<file path="config.mk">
export PLATFORM = sky130hd
export DESIGN_NAME = imh_map_mem
export DESIGN_NICKNAME = d
export VERILOG_FILES = /design/src/rtl/imh_pkg.sv /design/src/rtl/imh_map_mem.sv
export SDC_FILE = /design/constraint.sdc
export NUM_CORES = 2
export LEC_CHECK = 0
export BUFFER_PORTS_ARGS = -buffer_cell sky130_fd_sc_hd__buf_2
export CAP_MARGIN = 20
export CORE_ASPECT_RATIO = 0.9
export CORE_MARGIN = 2
export CORE_UTILIZATION = 68
export DETAILED_ROUTE_END_ITERATION = 10
export GPL_TIMING_DRIVEN = 0
export PLACE_DENSITY_LB_ADDON = 0.08
export SYNTH_ARGS = -nofsm -noshare
export SYNTH_HDL_FRONTEND = slang
export SYNTH_SLANG_ARGS = --single-unit
</file>
<file path="constraint.sdc">
create_clock -name clk -period 4.87 [get_ports clk]
set_clock_uncertainty 0.15 [all_clocks]
set_input_delay 0.974 -clock clk [delete_from_list [all_inputs] [get_ports clk]]
set_output_delay 0.974 -clock clk [all_outputs]
set_load 0.01 [all_outputs]
</file>
<file path="src/rtl/imh_pkg.sv">
// imh_pkg: codes and types shared by the indexed min-heap modules
// no dependencies
package imh_pkg;

  localparam int KEY_W = 8;
  localparam int VAL_W = 32;
  localparam int NKEYS = 256;

  typedef enum logic [1:0] {
    ACT_INSERT  = 2'd0,
    ACT_EXTRACT = 2'd1,
    ACT_DECR    = 2'd2,
    ACT_NOP     = 2'd3
  } action_t;

  typedef enum logic [2:0] {
    ST_OK      = 3'd0,
    ST_FULL    = 3'd1,
    ST_EMPTY   = 3'd2,
    ST_ABSENT  = 3'd3,
    ST_PRESENT = 3'd4
  } status_t;

endpackage

</file>
<file path="src/rtl/imh_map_mem.sv">
// imh_map_mem: key to slot map with per-key present bits
// depends on imh_pkg; one write port, one registered read port
module imh_map_mem #(
  parameter int AW = 8
) (
  input  logic                      clk,
  input  logic                      rst_n,
  input  logic                      we,
  input  logic [imh_pkg::KEY_W-1:0] waddr,
  input  logic                      wpresent,
  input  logic [AW-1:0]             wslot,
  input  logic [imh_pkg::KEY_W-1:0] raddr,
  output logic                      rpresent,
  output logic [AW-1:0]             rslot
);

  logic [AW-1:0]             mem [imh_pkg::NKEYS];
  logic [imh_pkg::NKEYS-1:0] vld_r;

  always_ff @(posedge clk) begin
    if (!rst_n) begin
      vld_r <= '0;
    end else if (we) begin
      vld_r[waddr] <= wpresent;
    end
    if (we) begin
      mem[waddr] <= wslot;
    end
    rslot    <= mem[raddr];
    rpresent <= rst_n && vld_r[raddr] && !(we && waddr == raddr && !wpresent);
  end

endmodule

</file>
==> impl_metrics.xml <==
<?xml version="1.0" encoding="UTF-8"?>
<metrics>
  <group name="clock_tree">
    <metric name="tritoncts" unit="">yes</metric>
    <metric name="max-clock-path-buffers" unit="">3</metric>
    <metric name="ctsRootBufferMaster" unit="">sky130_fd_sc_hd__clkbuf_16</metric>
    <metric name="tritoncts.num_buffers" unit="">213</metric>
    <metric name="cts-htree-levels" unit="">4</metric>
    <metric name="clk-insertion-delay-late" unit="ns">0.85</metric>
    <metric name="post-cts-setup-buffers" unit="">0</metric>
    <metric name="tritoncts_num_sinks" unit="">2313</metric>
    <metric name="path_clk_slew" unit="ns">0.06</metric>
  </group>
  <group name="synth">
    <metric name="synth_common_cells" unit="">2048 x sky130_fd_sc_hd__edfxtp_1, 629 x sky130_fd_sc_hd__mux4_2, 307 x sky130_fd_sc_hd__mux2i_1</metric>
    <metric name="synth_warnings" unit="">0</metric>
    <metric name="ys_top_cells_by_area" unit="">sky130_fd_sc_hd__edfxtp_1 67%, sky130_fd_sc_hd__mux4_2 16%, sky130_fd_sc_hd__dfxtp_1 5.8%</metric>
    <metric name="synth-edff-count" unit="">2048</metric>
    <metric name="synth_flop_cell" unit="">sky130_fd_sc_hd__edfxtp_1</metric>
    <metric name="synth_top_area_share" unit="%">67.3</metric>
    <metric name="synth-async-reset-ratio" unit="%">0</metric>
    <metric name="syn_nets" unit="">4602</metric>
    <metric name="synth-seq-area-share" unit="%">73.1</metric>
    <metric name="synth_seq_cells" unit="">2313</metric>
    <metric name="synthMostInstantiatedCell" unit="">sky130_fd_sc_hd__edfxtp_1</metric>
    <metric name="yosysTopAreaCell" unit="">sky130_fd_sc_hd__edfxtp_1</metric>
    <metric name="netlist_instances" unit="">4574</metric>
    <metric name="syn_area" unit="µm²">91400</metric>
    <metric name="postSynthAreaPerCell" unit="µm²">20.0</metric>
    <metric name="synth_cell_type_count" unit="">56</metric>
  </group>
  <group name="layout">
    <metric name="drive_above_1_share" unit="%">24.1</metric>
    <metric name="stdcell_count" unit="">6896</metric>
    <metric name="fill_cells" unit="">6960</metric>
    <metric name="nNetsFinal" unit="">4984</metric>
    <metric name="area.growth.synth_to_final" unit="%">12.1</metric>
    <metric name="multi_input_area" unit="µm²">22900</metric>
    <metric name="sequential_cell_area" unit="µm²">66800</metric>
  </group>
  <group name="critical_path">
    <metric name="worst_path_dominant_cell_family" unit="">buffers and inverters</metric>
    <metric name="cp-end-kind" unit="">flip-flop</metric>
    <metric name="timing.critical_path.cells" unit="">buf_4 &gt; buf_4 &gt; buf_2 &gt; buf_2 &gt; mux4_2 &gt; mux2i_1 &gt; a22oi_1 &gt; nand4_1 &gt; nor4_1 &gt; and3_1</metric>
    <metric name="worst_ep_required_time" unit="ns">5.49</metric>
    <metric name="timing.critical_path.buf_inv" unit="">4</metric>
    <metric name="worst_setup_path_start_kind" unit="">primary input</metric>
    <metric name="data_arrival_time_of_the_critical_path" unit="ns">5.65</metric>
    <metric name="crit_slowest_cell" unit="">sky130_fd_sc_hd__nor4_1</metric>
    <metric name="critPathMaxFanout" unit="">10</metric>
    <metric name="criticalPathCategory" unit="">in -&gt; reg</metric>
    <metric name="worst_path_largest_cell_delay" unit="ns">1.02</metric>
  </group>
  <group name="grt">
    <metric name="global_route.usage.total" unit="%">43.4</metric>
    <metric name="antenna_found_initial" unit="">27</metric>
    <metric name="grt-ovfl-total" unit="">0</metric>
    <metric name="grt_first_pass_wirelength" unit="µm">398000</metric>
    <metric name="grt_max_degree" unit="">145</metric>
    <metric name="grt_pass1_vias" unit="">49500</metric>
  </group>
  <group name="drt">
    <metric name="route.vias.total" unit="">51400</metric>
    <metric name="detail_route.first_pass.iterations" unit="">9</metric>
    <metric name="routedWlPerCell" unit="µm">42.5</metric>
    <metric name="detailedRoute.firstIterationViolations" unit="">8760</metric>
    <metric name="drc" unit="">0</metric>
    <metric name="drt-total-wl" unit="µm">293000</metric>
    <metric name="avgViaCountPerCell" unit="">7.45</metric>
    <metric name="number_of_antenna_violating_nets_in_the_routed_design" unit="">0</metric>
  </group>
  <group name="die">
    <metric name="core-area" unit="µm²">133000</metric>
    <metric name="dieWidth" unit="µm">390</metric>
    <metric name="initial_cell_density_of_the_core" unit="%">68.5</metric>
    <metric name="num_rows" unit="">127</metric>
    <metric name="die_y" unit="µm">352</metric>
    <metric name="num_io_pins" unit="">37</metric>
    <metric name="die_area" unit="µm²">137000</metric>
  </group>
  <group name="pwr">
    <metric name="p_total" unit="mW">40.8</metric>
    <metric name="power_leakage" unit="nW">32.0</metric>
    <metric name="vdd_drop_max" unit="V">0.000420</metric>
    <metric name="pwr_density_cell" unit="nW/µm²">398</metric>
  </group>
  <group name="sta">
    <metric name="final_min_period_over_clock_period" unit="%">103</metric>
    <metric name="final.min_clock_period" unit="ns">5.03</metric>
    <metric name="tightest_slew" unit="ns">1.44</metric>
    <metric name="final-hold-violation-count" unit="">0</metric>
    <metric name="timing.final.ws_setup" unit="ns">-0.157</metric>
    <metric name="fmaxAchievable" unit="MHz">199</metric>
    <metric name="timing.hold.ws" unit="ns">0.340</metric>
    <metric name="totalNegativeSetupSlack" unit="ns">-0.157</metric>
    <metric name="relSlewSlack" unit="%">4.12</metric>
    <metric name="timing.final.max_slew_violations" unit="">0</metric>
    <metric name="grt_setup_unrepaired" unit="">false</metric>
    <metric name="timing.final.setup_violations" unit="">1</metric>
  </group>
  <group name="place">
    <metric name="place_worst_setup_slack" unit="ns">-0.917</metric>
    <metric name="placed_cells_incl_taps" unit="">6442</metric>
    <metric name="numPortBuffers" unit="">26</metric>
    <metric name="routability_congestion_estimate_from_global_placement" unit="">1.03</metric>
    <metric name="hpwl" unit="µm">189000</metric>
  </group>
  <group name="job">
    <metric name="maxCapViolations" unit="">0</metric>
  </group>
  <group name="run_status">
    <metric name="failed_checks" unit="">setup timing</metric>
    <metric name="status" unit="">finished, violations left</metric>
  </group>
  <group name="min_path">
    <metric name="timing.hold.worst.class" unit="">reg -&gt; reg</metric>
  </group>
</metrics>
-- cells in the final DEF, fill, tap and decap left out, types with 8 or more instances in the layout --
cell type and instances:
sky130_fd_sc_hd__clkbuf_1 199, sky130_fd_sc_hd__and2_1 17, sky130_fd_sc_hd__o21ai_0 46, sky130_fd_sc_hd__bufinv_16 18
sky130_fd_sc_hd__a21boi_0 44, sky130_fd_sc_hd__nor2b_1 226, sky130_fd_sc_hd__a22oi_1 57, sky130_fd_sc_hd__clkinv_2 27
sky130_fd_sc_hd__clkbuf_16 216, sky130_fd_sc_hd__and3_1 14, sky130_fd_sc_hd__nor3_1 10, sky130_fd_sc_hd__o221ai_1 15
sky130_fd_sc_hd__mux2_2 17, sky130_fd_sc_hd__nor2_1 271, sky130_fd_sc_hd__nand2_1 132, sky130_fd_sc_hd__a211oi_1 16
sky130_fd_sc_hd__buf_16 13, sky130_fd_sc_hd__edfxtp_1 2048, sky130_fd_sc_hd__buf_8 35, sky130_fd_sc_hd__or3_1 10
sky130_fd_sc_hd__mux4_2 629, sky130_fd_sc_hd__xnor2_1 8, sky130_fd_sc_hd__a21oi_1 16, sky130_fd_sc_hd__diode_2 19
sky130_fd_sc_hd__clkbuf_8 19, sky130_fd_sc_hd__buf_1 29, sky130_fd_sc_hd__nor4_1 8, sky130_fd_sc_hd__clkinv_1 40
sky130_fd_sc_hd__nand4_1 14, sky130_fd_sc_hd__mux2i_1 307, sky130_fd_sc_hd__buf_4 83, sky130_fd_sc_hd__dfxtp_1 265
sky130_fd_sc_hd__buf_2 65, sky130_fd_sc_hd__o22ai_1 41, sky130_fd_sc_hd__buf_6 83, sky130_fd_sc_hd__nand3_1 24
-- worst reg2reg max path, delay by kind of cell, from the launching register on --
kind / cells / cell delay [ns]
DFF: 1 / 0.39
muxes: 2 / 0.37
and+or+nand+nor: 3 / 1.77
AOI/OAI and AO/OA: 1 / 0.57
-- where the power goes --
part | switching (mW) | total [mW] | internal (mW)
Sequential | 0.0172 | 21.6 | 21.6
Clock | 7.44 | 16.8 | 9.39
Combinational | 1.58 | 2.35 | 0.774
Total | 9.04 | 40.8 | 31.8
-- registers in the layout, summed over array words and instances (netlist names) --
register / count
vld_r: 256
rpresent: 1
rslot: 8
mem: 2048
-- path summary, 6_finish.rpt --
path                                  start          to  slack, ns  cells after the start
worst max-delay path               raddr[1]    rslot[7]      -0.16                     10
worst min-delay path             vld_r[252]  vld_r[252]       0.34                      2
worst max register to register  mem[236][7]    rslot[7]       1.56                      6
worst min register to register   vld_r[252]  vld_r[252]       0.34                      2
-- final cells by class --
class	instances	area share [%]
flip-flops and latches	2313	65.2
multi-input cells	1961	22.3
clock buffers	290	5.71
well taps	1741	2.13
repair buffers	168	1.82
plain buffers	293	1.63
clock inverters	105	1.08
diodes	19	0.0464
inverters	6	0.0220
-- routing by layer --
| metal | vias up | global-route usage (%) | share of wire (%) |
|---|---|---|---|
| met5 | - | 0 | 0.072 |
| met4 | 28 | 20.8 | 6.0 |
| met3 | 890 | 15.9 | 15 |
| met2 | 4635 | 63.5 | 44 |
| met1 | 26500 | 58.9 | 34 |
| li1 | 19400 | - | - |
-- repair_timing --
item	CTS	global route
cloned	0	0
gates resized for setup	1	3
hold buffers	0	0
endpoints found under the setup margin	2	2
-- stage by stage --
step	cell area [µm²]	util (%)
6_report	102000	76.8
5_1_grt	102000	76.8
4_1_cts	102000	76.5
3_5_place_dp	95000	71.3
3_3_place_gp	93700	70.3
2_1_floorplan	91400	-
-- cell families (layout without fill, tap and decap cells) --
family	after synthesis	in the layout	synth area share, %
other cells	0	19	0
simple gates	743	743	3.96
compound gates	257	257	1.92
mux	953	953	19.1
xor+xnor	8	8	0.0767
buf+inv	300	862	1.84
flops	2313	2313	73.1
(Power assumes the default switching activity.)
